[src/design/tlhic_pkg.sv]
// ----------------------------------------------------------------------------
// tlhic_pkg: shared types and constants for the tank level heater interlock
// Register map, run state codes, config and result structs, drive saturation.
// ----------------------------------------------------------------------------
package tlhic_pkg;

  // drive range: 0..100% in sixteenths of a percent
  localparam int unsigned DRIVE_W   = 11;
  localparam logic [DRIVE_W-1:0] DRIVE_MAX = 11'd1600;

  // level gain 0.8 as 205/256
  localparam int unsigned GAIN_NUM   = 205;
  localparam int unsigned GAIN_SHIFT = 8;

  // APB register map, one 64-bit register every 8 bytes
  localparam int unsigned PADDR_W = 6;
  localparam int unsigned PDATA_W = 64;
  localparam int unsigned REG_IDX_W = 3;

  localparam logic [REG_IDX_W-1:0] REG_RUN_MODE    = 3'd0;
  localparam logic [REG_IDX_W-1:0] REG_TARGET_LVL  = 3'd1;
  localparam logic [REG_IDX_W-1:0] REG_TARGET_TMP  = 3'd2;
  localparam logic [REG_IDX_W-1:0] REG_LOW_ALARM   = 3'd3;
  localparam logic [REG_IDX_W-1:0] REG_HIGH_ALARM  = 3'd4;
  localparam logic [REG_IDX_W-1:0] REG_MIN_HEATER  = 3'd5;
  localparam logic [REG_IDX_W-1:0] REG_MAX_FILL    = 3'd6;
  localparam logic [REG_IDX_W-1:0] REG_MANUAL      = 3'd7;

  // run modes
  localparam logic [1:0] MODE_STOPPED = 2'd0;
  localparam logic [1:0] MODE_MANUAL  = 2'd1;

  // run state codes
  localparam logic [1:0] ST_IDLE     = 2'd0;
  localparam logic [1:0] ST_STARTING = 2'd1;
  localparam logic [1:0] ST_RUNNING  = 2'd2;
  localparam logic [1:0] ST_FAULTED  = 2'd3;

  typedef struct packed {
    logic [1:0]  run_mode;
    logic [15:0] target_level;
    logic [15:0] target_temperature;
    logic [15:0] low_alarm_level;
    logic [15:0] high_alarm_level;
    logic [15:0] min_heater_level;
    logic [15:0] max_fill_level;
    logic [32:0] manual_drives;
  } cfg_t;

  typedef struct packed {
    logic [DRIVE_W-1:0] pump_drive;
    logic [DRIVE_W-1:0] valve_drive;
    logic [DRIVE_W-1:0] heater_drive;
    logic               sample_fault;
    logic               safe_state;
    logic               low_level_alarm;
    logic               high_level_alarm;
    logic               heater_lockout;
  } result_t;

  // saturate an unsigned value to the drive range
  function automatic logic [DRIVE_W-1:0] sat_drive(input logic [15:0] v);
    if (v > 16'(DRIVE_MAX)) begin
      return DRIVE_MAX;
    end
    return v[DRIVE_W-1:0];
  endfunction

endpackage

[src/design/tlhic_regs.sv]
// ----------------------------------------------------------------------------
// tlhic_regs: configuration register file
// APB write and read of the eight control registers; flags mode writes.
// ----------------------------------------------------------------------------
module tlhic_regs import tlhic_pkg::*; (
  input  logic               clk,
  input  logic               rst,
  input  logic               psel,
  input  logic               penable,
  input  logic               pwrite,
  input  logic [PADDR_W-1:0] paddr,
  input  logic [PDATA_W-1:0] pwdata,
  output logic [PDATA_W-1:0] prdata,
  output logic               pready,
  output cfg_t               cfg,
  output logic               mode_wr
);

  logic                 wr_en;
  logic [REG_IDX_W-1:0] idx;

  assign pready  = 1'b1;
  assign idx     = paddr[PADDR_W-1:PADDR_W-REG_IDX_W];
  assign wr_en   = psel && penable && pwrite;
  assign mode_wr = wr_en && (idx == REG_RUN_MODE);

  // register writes
  always_ff @(posedge clk) begin
    if (rst) begin
      cfg.run_mode           <= MODE_STOPPED;
      cfg.target_level       <= '0;
      cfg.target_temperature <= '0;
      cfg.low_alarm_level    <= '0;
      cfg.high_alarm_level   <= 16'hFFFF;
      cfg.min_heater_level   <= '0;
      cfg.max_fill_level     <= 16'hFFFF;
      cfg.manual_drives      <= '0;
    end else if (wr_en) begin
      unique case (idx)
        REG_RUN_MODE:   cfg.run_mode           <= pwdata[1:0];
        REG_TARGET_LVL: cfg.target_level       <= pwdata[15:0];
        REG_TARGET_TMP: cfg.target_temperature <= pwdata[15:0];
        REG_LOW_ALARM:  cfg.low_alarm_level    <= pwdata[15:0];
        REG_HIGH_ALARM: cfg.high_alarm_level   <= pwdata[15:0];
        REG_MIN_HEATER: cfg.min_heater_level   <= pwdata[15:0];
        REG_MAX_FILL:   cfg.max_fill_level     <= pwdata[15:0];
        REG_MANUAL:     cfg.manual_drives      <= pwdata[32:0];
        default: ;
      endcase
    end
  end

  // read mux
  always_comb begin
    unique case (idx)
      REG_RUN_MODE:   prdata = PDATA_W'(cfg.run_mode);
      REG_TARGET_LVL: prdata = PDATA_W'(cfg.target_level);
      REG_TARGET_TMP: prdata = PDATA_W'(cfg.target_temperature);
      REG_LOW_ALARM:  prdata = PDATA_W'(cfg.low_alarm_level);
      REG_HIGH_ALARM: prdata = PDATA_W'(cfg.high_alarm_level);
      REG_MIN_HEATER: prdata = PDATA_W'(cfg.min_heater_level);
      REG_MAX_FILL:   prdata = PDATA_W'(cfg.max_fill_level);
      REG_MANUAL:     prdata = PDATA_W'(cfg.manual_drives);
      default:        prdata = '0;
    endcase
  end

endmodule

[src/design/tlhic_core.sv]
// ----------------------------------------------------------------------------
// tlhic_core: per-sample control law and interlocks
// Manual pass-through or proportional drive, clamps, alarms, safety cuts.
// ----------------------------------------------------------------------------
module tlhic_core import tlhic_pkg::*; (
  input  cfg_t        cfg,
  input  logic [15:0] level_value,
  input  logic        level_good,
  input  logic [15:0] temperature_value,
  input  logic        temperature_good,
  output result_t     res,
  output logic [1:0]  state_next
);

  logic               fault;
  logic               low;
  logic               high;
  logic               below_min;
  logic [16:0]        lvl_err;
  logic [15:0]        err_mag;
  logic [23:0]        err_prod;
  logic [DRIVE_W-1:0] auto_lvl;
  logic [16:0]        tmp_err;
  logic [20:0]        tmp_ext;
  logic [20:0]        tmp_prod;
  logic [DRIVE_W-1:0] auto_heat;
  logic [DRIVE_W-1:0] pump_dmd;
  logic [DRIVE_W-1:0] valve_dmd;
  logic [DRIVE_W-1:0] heat_dmd;

  assign fault     = !level_good || !temperature_good;
  assign low       = level_value <= cfg.low_alarm_level;
  assign high      = level_value >= cfg.high_alarm_level;
  assign below_min = level_value < cfg.min_heater_level;

  // level error times 205/256; sign bit picks pump or valve
  assign lvl_err  = {1'b0, cfg.target_level} - {1'b0, level_value};
  assign err_mag  = lvl_err[16] ? 16'(-lvl_err) : lvl_err[15:0];
  assign err_prod = 24'(err_mag) * 24'(GAIN_NUM);
  assign auto_lvl = sat_drive(err_prod[23:GAIN_SHIFT]);

  // temperature error times 10, clamped to 0..1600
  assign tmp_err  = {cfg.target_temperature[15], cfg.target_temperature}
                  - {temperature_value[15], temperature_value};
  assign tmp_ext  = {{4{tmp_err[16]}}, tmp_err};
  assign tmp_prod = (tmp_ext << 3) + (tmp_ext << 1);

  always_comb begin
    if (tmp_prod[20] || (tmp_prod == '0)) begin
      auto_heat = '0;
    end else if (tmp_prod > 21'(DRIVE_MAX)) begin
      auto_heat = DRIVE_MAX;
    end else begin
      auto_heat = tmp_prod[DRIVE_W-1:0];
    end
  end

  // demand before interlocks
  always_comb begin
    if (cfg.run_mode == MODE_MANUAL) begin
      pump_dmd  = sat_drive(16'(cfg.manual_drives[10:0]));
      valve_dmd = sat_drive(16'(cfg.manual_drives[21:11]));
      heat_dmd  = sat_drive(16'(cfg.manual_drives[32:22]));
    end else begin
      pump_dmd  = lvl_err[16] ? '0 : auto_lvl;
      valve_dmd = lvl_err[16] ? auto_lvl : '0;
      heat_dmd  = auto_heat;
    end
  end

  // mode, fault and interlock selection
  always_comb begin
    res = '0;
    res.sample_fault = fault;
    if (cfg.run_mode == MODE_STOPPED) begin
      state_next = ST_IDLE;
    end else if (fault) begin
      state_next     = ST_FAULTED;
      res.safe_state = 1'b1;
    end else begin
      state_next           = ST_RUNNING;
      res.low_level_alarm  = low;
      res.high_level_alarm = high;
      res.heater_lockout   = below_min && (heat_dmd != '0);
      res.valve_drive      = valve_dmd;
      res.heater_drive     = (below_min || low) ? '0 : heat_dmd;
      res.pump_drive       = ((level_value >= cfg.max_fill_level) || high) ? '0 : pump_dmd;
    end
  end

endmodule

[src/design/tank_level_heater_interlock_controller_top.sv]
// ----------------------------------------------------------------------------
// tank_level_heater_interlock_controller_top: tank level and heater control
// Path: input register, then result register around one pass of control and
//   interlock logic.
// Throughput: one item per cycle unless out_ready stalls the result register.
// Reset: synchronous rst clears valids and run state, config registers to defaults.
// ----------------------------------------------------------------------------
module tank_level_heater_interlock_controller_top import tlhic_pkg::*; (
  input  logic               clk,
  input  logic               rst,
  // configuration port
  input  logic               psel,
  input  logic               penable,
  input  logic               pwrite,
  input  logic [PADDR_W-1:0] paddr,
  input  logic [PDATA_W-1:0] pwdata,
  output logic [PDATA_W-1:0] prdata,
  output logic               pready,
  // sample channel
  input  logic               in_valid,
  output logic               in_ready,
  input  logic [15:0]        level_value,
  input  logic               level_good,
  input  logic [15:0]        temperature_value,
  input  logic               temperature_good,
  // result channel
  output logic               out_valid,
  input  logic               out_ready,
  output logic [DRIVE_W-1:0] pump_drive,
  output logic [DRIVE_W-1:0] valve_drive,
  output logic [DRIVE_W-1:0] heater_drive,
  output logic               sample_fault,
  output logic               safe_state,
  output logic               low_level_alarm,
  output logic               high_level_alarm,
  output logic               heater_lockout,
  output logic [1:0]         controller_state
);

  cfg_t        cfg;
  logic        mode_wr;
  logic        s1_valid;
  logic [15:0] s1_level;
  logic        s1_lgood;
  logic [15:0] s1_temp;
  logic        s1_tgood;
  logic        advance;
  result_t     res_next;
  result_t     res;
  logic [1:0]  state_next;
  logic [1:0]  run_state;

  tlhic_regs u_regs (
    .clk     (clk),
    .rst     (rst),
    .psel    (psel),
    .penable (penable),
    .pwrite  (pwrite),
    .paddr   (paddr),
    .pwdata  (pwdata),
    .prdata  (prdata),
    .pready  (pready),
    .cfg     (cfg),
    .mode_wr (mode_wr)
  );

  tlhic_core u_core (
    .cfg               (cfg),
    .level_value       (s1_level),
    .level_good        (s1_lgood),
    .temperature_value (s1_temp),
    .temperature_good  (s1_tgood),
    .res               (res_next),
    .state_next        (state_next)
  );

  // pipeline flow: result register frees up when empty or taken
  assign advance  = !out_valid || out_ready;
  assign in_ready = !s1_valid || advance;

  // input register
  always_ff @(posedge clk) begin
    if (rst) begin
      s1_valid <= 1'b0;
    end else if (in_ready) begin
      s1_valid <= in_valid;
    end
  end

  always_ff @(posedge clk) begin
    if (in_ready && in_valid) begin
      s1_level <= level_value;
      s1_lgood <= level_good;
      s1_temp  <= temperature_value;
      s1_tgood <= temperature_good;
    end
  end

  // result register
  always_ff @(posedge clk) begin
    if (rst) begin
      out_valid <= 1'b0;
    end else if (advance) begin
      out_valid <= s1_valid;
    end
  end

  always_ff @(posedge clk) begin
    if (advance && s1_valid) begin
      res <= res_next;
    end
  end

  // run state: set by mode writes, advanced by each item
  always_ff @(posedge clk) begin
    if (rst) begin
      run_state <= ST_IDLE;
    end else if (mode_wr) begin
      run_state <= (pwdata[1:0] == MODE_STOPPED) ? ST_IDLE : ST_STARTING;
    end else if (advance && s1_valid) begin
      run_state <= state_next;
    end
  end

  assign pump_drive       = res.pump_drive;
  assign valve_drive      = res.valve_drive;
  assign heater_drive     = res.heater_drive;
  assign sample_fault     = res.sample_fault;
  assign safe_state       = res.safe_state;
  assign low_level_alarm  = res.low_level_alarm;
  assign high_level_alarm = res.high_level_alarm;
  assign heater_lockout   = res.heater_lockout;
  assign controller_state = run_state;

  // checks
  a_safe_drives_off: assert property (@(posedge clk) disable iff (rst)
    out_valid && safe_state |-> (pump_drive == '0) && (valve_drive == '0)
                                && (heater_drive == '0))
    else $error("drive active in safe state");

  a_safe_needs_fault: assert property (@(posedge clk) disable iff (rst)
    out_valid && safe_state |-> sample_fault)
    else $error("safe state without sensor fault");

  a_drive_range: assert property (@(posedge clk) disable iff (rst)
    out_valid |-> (pump_drive <= DRIVE_MAX) && (valve_drive <= DRIVE_MAX)
                  && (heater_drive <= DRIVE_MAX))
    else $error("drive above full scale");

  a_high_cuts_pump: assert property (@(posedge clk) disable iff (rst)
    out_valid && high_level_alarm |-> (pump_drive == '0))
    else $error("pump running with high level alarm");

endmodule
[config.mk]
export PLATFORM = sky130hd
export DESIGN_NAME = tank_level_heater_interlock_controller_top
export DESIGN_NICKNAME = d
export VERILOG_FILES = /design/src/design/tlhic_pkg.sv /design/src/design/tlhic_regs.sv /design/src/design/tlhic_core.sv /design/src/design/tank_level_heater_interlock_controller_top.sv
export SDC_FILE = /design/constraint.sdc
export NUM_CORES = 1
export LEC_CHECK = 0
export BUFFER_PORTS_ARGS = -buffer_cell sky130_fd_sc_hd__clkbuf_2
export CORE_ASPECT_RATIO = 1.4
export CORE_MARGIN = 2
export CORE_UTILIZATION = 45
export CTS_BUF_LIST = sky130_fd_sc_hd__clkbuf_16
export CTS_CLUSTER_SIZE = 12
export DETAILED_ROUTE_END_ITERATION = 16
export PLACE_DENSITY_LB_ADDON = 0.25
export SKIP_CTS_REPAIR_TIMING = 1
export SLEW_MARGIN = 20
export SYNTH_ARGS = -nofsm -noshare
export SYNTH_HDL_FRONTEND = slang
export SYNTH_HIERARCHICAL = 1
export SYNTH_SLANG_ARGS = --single-unit
[constraint.sdc]
create_clock -name clk -period 12.3 [get_ports clk]
set_input_delay 2.46 -clock clk [delete_from_list [all_inputs] [get_ports clk]]
set_output_delay 2.46 -clock clk [all_outputs]
set_load 0.1 [all_outputs]
Yosys cells after proc, flatten, opt, wreduce, memory -nomap -nowiden:

Cells that the tools add are included.
Widths: inputs -> output; s select.

* flip-flop bits (word level): 207

* multipliers: 1
* reductions and logical operators: 33
* $add $sub $neg: 4
* mux-type cells: 30
* $lt $le $gt $ge: 9
* equality and inequality tests: 8

Operators by type and width (number)
* $pmux 64 s8: 1
* $mux 11: 15
* $sub 16x16->17: 2
* $gt 11x11->1 const B: 3
* $ge 16x16->1: 2
* $mul 16x8->24 const B: 1
* $add 20x18->21: 1
* $gt 21x11->1 const B: 1
* $logic_not 21->1: 1
* $gt 16x11->1 const B: 1
* $le 16x16->1: 1
* $lt 16x16->1: 1
* $mux 16: 1
* $neg 16->16: 1
* $reduce_and 2->1: 8
* $eq 3x3->1 const B: 4
* $reduce_bool 11->1: 1
* $mux 1: 10
* $eq 3x2->1 const B: 2
* $logic_and 1x1->1: 6
* $logic_or 1x1->1: 6
* $mux 2: 3
* $reduce_or 3->1: 2
* $logic_not 1->1: 4
* other kinds (6): 7

Logic depth before layout (Yosys ltp):

Gate-level depths: netlist (run 1).

* depth in word-level cells: 9
* depth in mapped cells: 32
* depth with buffers taken out: 30

Hierarchy:

Netlist (run 1), hierarchy kept.

Modules (own cells, without submodules)
* tlhic_core: cells each 1102, times used 1, area each 8029.0 µm²
* tlhic_regs: cells each 756, times used 1, area each 6012.0 µm²
* tank_level_heater_interlock_controller_top: cells each 92, times used 1, area each 2342.2 µm²

Worst setup path after synthesis (run 1):

No wires, ideal clock.

* path type: reg2reg
* start: register s1_level[0]
* end: register res (netlist bit pump_drive[1]) (data pin)
* cell stages (with the launch flop): 30
* clock period less this slack: 7466 ps
* arrival time: 7321 ps
* setup slack: 4834 ps
* buffers on the path: 2
* cell sequence: edfxtp_1 ha_1 fa_1 nor2b_1 o31a_1 nor3b_2 xnor2_1 or4_1 nor3_1 a31oi_1 xor2_1 ha_1 fa_1 fa_1 inv_1 fa_1 inv_1 ha_1 clkbuf_1 nand4_1 or4_1 clkinv_1 nand3_1 o211ai_1 o21ai_0 a22oi_1 o311a_2 buf_2 nand4_1 o21ai_1

* cells in the longest elaborated chain, start to end: 9
* elaborated cells on any way between the ends: 13
* classes of those cells: add/sub: 2; mul: 1; order compare: 3; mux: 5; reduce/logical: 2

Ends and longest elaborated chain
* from (decl): line tank_level_heater_interlock_controller_top.sv:43 `logic [15:0] s1_level;`
* from (signal assigned): line tank_level_heater_interlock_controller_top.sv:92 `s1_level <= level_value;`
* $sub 16x16->17: line tlhic_core.sv:37 `assign lvl_err = {1'b0, cfg.target_level} - {1'b0, level_value};`
* $neg 16->16: line tlhic_core.sv:38 `assign err_mag = lvl_err[16] ? 16'(-lvl_err) : lvl_err[15:0];`
* $mux 16: line tlhic_core.sv:38
* $mul 16x8->24: line tlhic_core.sv:39 `assign err_prod = 24'(err_mag) * 24'(GAIN_NUM);`
* $gt 16x11->1: line tlhic_pkg.sv:63 `if (v > 16'(DRIVE_MAX)) begin`
* $mux 1: line tlhic_pkg.sv:63
* $mux 11: line tlhic_pkg.sv:66 `return v[DRIVE_W-1:0];`
* $mux 11: line tlhic_core.sv:65 `pump_dmd = lvl_err[16] ? '0 : auto_lvl;`
* $mux 11: line tlhic_core.sv:60 `if (cfg.run_mode == MODE_MANUAL) begin`
* to (signal assigned): line tank_level_heater_interlock_controller_top.sv:110 `res <= res_next;`
* to (decl): line tank_level_heater_interlock_controller_top.sv:49 `result_t res;`

Parallel ways exist; a longest one is shown, timed or not.
A chain may end at the register's enable or synchronous reset.

Worst setup path in the final report (run 1):

* start: register s1_level[0]
* end: register res (netlist bit pump_drive[7]) (data pin)

Same word-level chain as after synthesis.

==> results of run 1 <==
==> how the worst min path moves through the flow <==
stage	startpoint	endpoint	slack, ps	depth (start not counted)
global placement	u_regs/cfg[53]$_SDFFE_PP0P_	u_regs/cfg[53]$_SDFFE_PP0P_	450	2
floorplan	u_regs/cfg[53]$_SDFFE_PP0P_	u_regs/cfg[53]$_SDFFE_PP0P_	450	2
CTS	u_regs/cfg[53]$_SDFFE_PP0P_	u_regs/cfg[53]$_SDFFE_PP0P_	470	2
finish	u_regs/cfg[96]$_SDFFE_PP0P_	u_regs/cfg[96]$_SDFFE_PP0P_	470	2
global route	u_regs/cfg[90]$_SDFFE_PP0P_	u_regs/cfg[90]$_SDFFE_PP0P_	490	2
detailed placement	u_regs/cfg[96]$_SDFFE_PP0P_	u_regs/cfg[96]$_SDFFE_PP0P_	460	2
==> power by group through the flow <==
| stage | registers [mW] | logic, mW | clock network (mW) |
|---|---|---|---|
| after floorplan | 0.778 | 1.35 | 0 |
| after global routing | 0.740 | 1.97 | 0.702 |
| after CTS | 0.738 | 1.79 | 0.675 |
| final | 0.738 | 1.79 | 0.665 |
| after global placement | 0.753 | 1.76 | 0 |
| after detailed placement | 0.753 | 1.78 | 0 |
==> state kept, by name, indices dropped and copies added, names as in the netlist <==
signal	flops
low_level_alarm	1
heater_lockout	1
out_valid	1
s1_valid	1
safe_state	1
s1_lgood	1
heater_drive	11
s1_level	16
sample_fault	1
s1_tgood	1
pump_drive	11
s1_temp	16
u_regs/cfg	131
high_level_alarm	1
controller_state	2
valve_drive	11
==> synthesized netlist by cell type, types with 25 or more instances <==
| cell | number |
|---|---|
| buf_4 | 36 |
| fa_1 | 34 |
| xor2_1 | 31 |
| dfxtp_1 | 135 |
| xnor2_1 | 33 |
| edfxtp_1 | 72 |
| nand3_1 | 28 |
| a22oi_1 | 25 |
| inv_1 | 198 |
| clkbuf_1 | 33 |
| nand3b_1 | 33 |
| nor2_1 | 81 |
| a21o_1 | 36 |
| and2_1 | 27 |
| o21ai_0 | 38 |
| nand2_1 | 346 |
| a21oi_1 | 169 |
| ha_1 | 180 |
| buf_2 | 31 |
==> worst max-delay path: cells and delay by family (launching register included) <==
kind,cells,cell delay [ps]
AO/OA/AOI/OAI,7,1890
adder cells (fa/ha/maj),7,3120
XOR/XNOR,2,590
AND/OR/NAND/NOR,8,2420
flip-flops,1,470
buffers and inverters,3,180
==> logic make-up after synthesis <==
family	Yosys count
muxes	32
xor gates and xnor gates	65
adders and majority gates	214
buffers and inverters	311
and+or+nand+nor	664
other	2
AOI/OAI and AO/OA	455
DFF	207
==> through the flow <==
| stage | power [mW] | instances |
|---|---|---|
| after floorplan | 2.13 | 1980 |
| after global placement | 2.51 | 2488 |
| after detailed placement | 2.53 | 2488 |
| after CTS | 3.20 | 2529 |
| after global routing | 3.41 | 2529 |
| final | 3.19 | 2529 |
==> metal layers <==
metal / vias to the layer above / wire, um / GRT usage
met4: 0 / 2740 / 0.133
met2: 507 / 25300 / 0.471
met1: 6930 / 19300 / 0.302
li1: 6960 / - / -
met3: 117 / 2950 / 0.0343
met5: - / 0 / 0
==> area by class of cell <==
cell class              instances  area share
clock buffers                  23      0.0321
clock inverters                18     0.00711
inverters                     202      0.0422
multi-input cells            1462       0.571
flip-flops and latches        207       0.271
well taps                     462      0.0322
repair buffers                155      0.0439
==> placed cells by master, fill, tap and decap left out, types with 14 or more instances in the layout <==
cell type / Yosys / final
a22oi_1: 25 / 25
inv_1: 198 / 207
mux2_2: 17 / 17
nand4_1: 22 / 22
a21o_1: 36 / 36
a211oi_1: 18 / 18
o21ai_0: 38 / 38
nand3_1: 28 / 28
and2_1: 27 / 26
clkbuf_2: 0 / 150
fa_1: 34 / 34
xnor2_1: 33 / 33
a22o_1: 14 / 14
o211ai_1: 14 / 14
nand2_1: 346 / 346
xor2_1: 31 / 31
clkbuf_16: 0 / 23
ha_1: 180 / 180
nor2_1: 81 / 79
nor2b_1: 17 / 16
nor3_1: 16 / 16
edfxtp_1: 72 / 72
a21oi_1: 169 / 169
conb_1: 2 / 32
o21ai_1: 22 / 22
nand3b_1: 33 / 33
o21a_1: 16 / 16
nand2b_1: 20 / 20
dfxtp_1: 135 / 135
==> impl_metrics.yaml, run 1 <==
route:
  via_per_inst: 5.74
  routed_wl_um: 50300
  drc: 0
  drtPass1Iterations: 6
  postRouteAntennaNets: 0
  via_count: 14500
  drtIter0Drc: 1127
  routedWlPerCell_um: 19.9
pwr:
  intPower_mw: 1.73
  seqPwrFrac: 0.231
  switchingPower_mw: 1.46
  ir_drop_mv: 0.133
  switching_share: 0.458
  power.density_nw_per_um2: 178
  power_leakage_nw: 8.10
  p_comb_frac: 0.561
  power.share.clock: 0.208
global_routing:
  antenna_found_initial: 0
  grt_usage: 0.263
  grt_pass1_vias: 14300
  grt_pass1_wl_um: 77400
  grt_start_max_net_pins: 75
  grt-ovfl-total: 0
run_status:
  outcome: "finished, final reports clean"
die:
  die_h_um: 230
  boundaryPins: 218
  dieArea_um2: 38000
  core_um2: 35800
  start_util: 0.458
  rows: 82
  die_w_um: 165
layout:
  fin_util: 0.501
  multi_input_area_um2: 10300
  area_growth_pct: 9.55
  design_area_um2: 17900
  regArea_um2: 4860
  fin_nets: 2376
  fillers: 3514
  drive_above_1_share: 0.123
  n_antenna_cell: 0
yosys:
  yosys.area_share.simple: 0.194
  yosys.area_share.xor_xnor: 0.0352
  yosysWarnings: 6
  avgSynthCellArea_um2: 8.40
  yosysSeqAreaShare: 0.297
  syn_area_um2: 16400
  ys_seq_elements: 207
  synth_fa_ha_area_frac: 0.179
  netlist_instances: 1950
  synth_area_leaders: "dfxtp_1 16%, ha_1 14%, edfxtp_1 13%"
  synthFlopType: "dfxtp_1"
  synthMuxAreaShare: 0.0257
  synth_top_family_by_area: "simple AND/OR/NAND/NOR gates"
  synth-compound-area-share: 0.183
  synth.largest_area_cell: "dfxtp_1"
  synth-edff-count: 72
  yosys.area.top_type_share: 0.165
  synth-async-reset-ratio: 0
  synthDistinctLibCells: 103
setup_path:
  r2r.worst_path.cells: 27
  crit_arrival_ps: 9190
  r2r_start: "s1_level[0]$_DFFE_PP_"
  startpoint: "s1_level[0]$_DFFE_PP_"
  critPathCapture: "pump_drive[7]$_DFFE_PP_"
  reg2reg_slack_ps: 3450
  startpoint_type: "flop"
  crit_fanout: 17
  crit_path_max_incr_delay_ps: 620
  cp-end-kind: "flop"
  worstSetupPathType: "reg -> reg"
  crit_slowest_cell: "or4_1"
  crit_path_frequent_cell: "fa_1"
  timing.rr.end: "pump_drive[7]$_DFFE_PP_"
  critical_path_required_ps: 12640
placed_design:
  post-place-ws_ps: 3460
  place.gp.congestion: 0.906
  port_buffers: 151
  dpl.hpwl_um: 38800
  placed_area_um2: 17200
timing:
  tightest_slew_ps: 1150
  final.period_utilization: 0.719
  slew_viol_final: 0
  tns_ps: 0
  max_freq_mhz: 113
  finalSetupViolations: 0
  fin_ws_ps: 3450
  rsz0062_at_grt: "no"
  finalHoldViolations: 0
  max-slew-margin-rel: 0.233
  fin_skew_ps: 19.6
  min_period_ps: 8850
  hold_ws_ps: 472
clock_network:
  cts_sinks: 207
  cts-root-buf: "clkbuf_16"
  clk_path_buf_depth: 3
  clock_latency_ps: 530
  htree_levels: 1
  cts_buffers: 23
  tritoncts: "yes"
  clk_pin_slew_ps: 70
worst_hold_path:
  hp-class: "reg -> reg"
run:
  maxCapViolCount: 0
(Power assumes the default switching activity.)
==> run 2: changes to the inputs <==
==> constraint.sdc (replaced) <==
create_clock -name clk -period 8.91 [get_ports clk]
set_input_delay 1.782 -clock clk [delete_from_list [all_inputs] [get_ports clk]]
set_output_delay 1.782 -clock clk [all_outputs]
set_load 0.1 [all_outputs]
==> run 2 against run 1 <==
Against the previous run: register-to-register slack lost 2800 ps; first-iteration DRC count grew 8.4%; routed wire length shrank 0.73%; count of clock-buffer cells in the layout is the same; critical path type unchanged.
==> impl_metrics.yaml, run 2 (same netlist as run 1, synthesis figures left out) <==
run_status:
  outcome: "finished, final reports clean"
setup_path:
  reg2reg_slack_ps: 640
  r2r_start: "s1_level[0]$_DFFE_PP_"
  critical_path_required_ps: 9180
  path_depth: 28
  startpoint_type: "flop"
  crit_arrival_ps: 8540
  cp_top_family: "adder cells"
  crit_slowest_cell: "or4_1"
  startpoint: "s1_level[0]$_DFFE_PP_"
  cp-end-kind: "flop"
  critPathCapture: "valve_drive[10]$_DFFE_PP_"
  crit_path_max_incr_delay_ps: 620
  crit_fanout: 17
  worstSetupPathType: "reg -> reg"
  crit_buf_inv: 3
  r2r.worst_path.cells: 28
  timing.rr.end: "valve_drive[10]$_DFFE_PP_"
  crit_path_frequent_cell: "fa_1"
clock_network:
  tritoncts: "yes"
  clk_pin_slew_ps: 70
  htree_levels: 1
  cts_sinks: 207
  cts-root-buf: "clkbuf_16"
  cts_buffers: 23
  clk_path_buf_depth: 3
  clock_latency_ps: 530
pwr:
  ir_drop_mv: 0.226
  power_leakage_nw: 8.16
  switching_share: 0.460
  seqPwrFrac: 0.227
  intPower_mw: 2.42
  power.density_nw_per_um2: 248
  switchingPower_mw: 2.06
  p_comb_frac: 0.571
  power_mw: 4.48
  power.share.clock: 0.202
route:
  routed_wl_um: 50000
  drc: 0
  via_count: 14600
  postRouteAntennaNets: 0
  routedWlPerCell_um: 19.7
  drtIter0Drc: 1222
  drtPass1Iterations: 5
  via_per_inst: 5.73
placed_design:
  dp.cells: 2499
  dpl.hpwl_um: 39100
  post-place-ws_ps: 432
  placed_area_um2: 17300
  place.gp.congestion: 0.917
  port_buffers: 151
timing:
  tns_ps: 0
  rsz0062_at_grt: "no"
  final.period_utilization: 0.928
  slew_viol_final: 0
  min_period_ps: 8270
  finalSetupViolations: 0
  fin_skew_ps: 11.2
  tightest_slew_ps: 1100
  finalHoldViolations: 0
  hold_ws_ps: 472
  max-slew-margin-rel: 0.262
  max_freq_mhz: 121
  fin_ws_ps: 639
die:
  boundaryPins: 218
  rows: 82
  die_w_um: 165
  start_util: 0.458
  core_um2: 35800
  dieArea_um2: 38000
  die_h_um: 230
worst_hold_path:
  hp-class: "reg -> reg"
run:
  maxCapViolCount: 0
layout:
  fin_util: 0.504
  drive_above_1_share: 0.128
  top_regs: "u_regs/cfg (131), s1_level (16), s1_temp (16)"
  fin_nets: 2387
  final_common_cell: "nand2_1"
  layout_common_cells: "346 x nand2_1, 207 x inv_1, 180 x ha_1"
  design_area_um2: 18000
  largest_reg_flops: 131
  regMostFlops: "u_regs/cfg"
  n_antenna_cell: 0
  area_growth_pct: 10.1
  finalNonFillerCells: 2540
global_routing:
  grt-ovfl-total: 0
  grt_pass1_vias: 14400
  grt_pass1_wl_um: 77100
  antenna_found_initial: 0
  grt_usage: 0.262
  grt_start_max_net_pins: 76
## run 2: routing by layer
| layer | routed length (um) | up-vias | global-route usage |
|---|---|---|---|
| met2 | 25000 | 519 | 0.466 |
| met1 | 19100 | 6916 | 0.302 |
| met5 | 0 | - | 0 |
| met4 | 2990 | 0 | 0.145 |
| li1 | - | 6976 | - |
| met3 | 2850 | 142 | 0.0292 |
## run 2: final cells by class
type | instances | area, um2
clock buffers | 23 | 576
flip-flops and latches | 207 | 4860
fillers | 3453 | 17800
repair buffers | 166 | 871
inverters | 202 | 758
well taps | 462 | 578
clock inverters | 18 | 128
multi-input cells | 1462 | 10300
## run 2: worst min-delay path by stage
| stage | startpoint | end | slack [ps] | cells past startpoint |
|---|---|---|---|---|
| global route | u_regs/cfg[96]$_SDFFE_PP0P_ | u_regs/cfg[96]$_SDFFE_PP0P_ | 500 | 2 |
| detailed placement | u_regs/cfg[96]$_SDFFE_PP0P_ | u_regs/cfg[96]$_SDFFE_PP0P_ | 460 | 2 |
| floorplan | u_regs/cfg[53]$_SDFFE_PP0P_ | u_regs/cfg[53]$_SDFFE_PP0P_ | 450 | 2 |
| finish | u_regs/cfg[90]$_SDFFE_PP0P_ | u_regs/cfg[90]$_SDFFE_PP0P_ | 470 | 2 |
| CTS | u_regs/cfg[96]$_SDFFE_PP0P_ | u_regs/cfg[96]$_SDFFE_PP0P_ | 470 | 2 |
| global placement | u_regs/cfg[53]$_SDFFE_PP0P_ | u_regs/cfg[53]$_SDFFE_PP0P_ | 460 | 2 |
## run 2: worst min-delay path, delay by kind of cell (launching register included)
kind / cells / cell delay, ps
flip-flops: 1 / 320
AND/OR/NAND/NOR: 1 / 50
AO/OA/AOI/OAI: 1 / 50
## run 2: power groups by stage
stage | registers [mW] | clock network [mW] | logic, mW
after global routing | 1.02 | 0.958 | 2.80
after floorplan | 1.07 | 0 | 1.87
after CTS | 1.02 | 0.923 | 2.51
after detailed placement | 1.04 | 0 | 2.50
final | 1.02 | 0.908 | 2.56
after global placement | 1.04 | 0 | 2.48
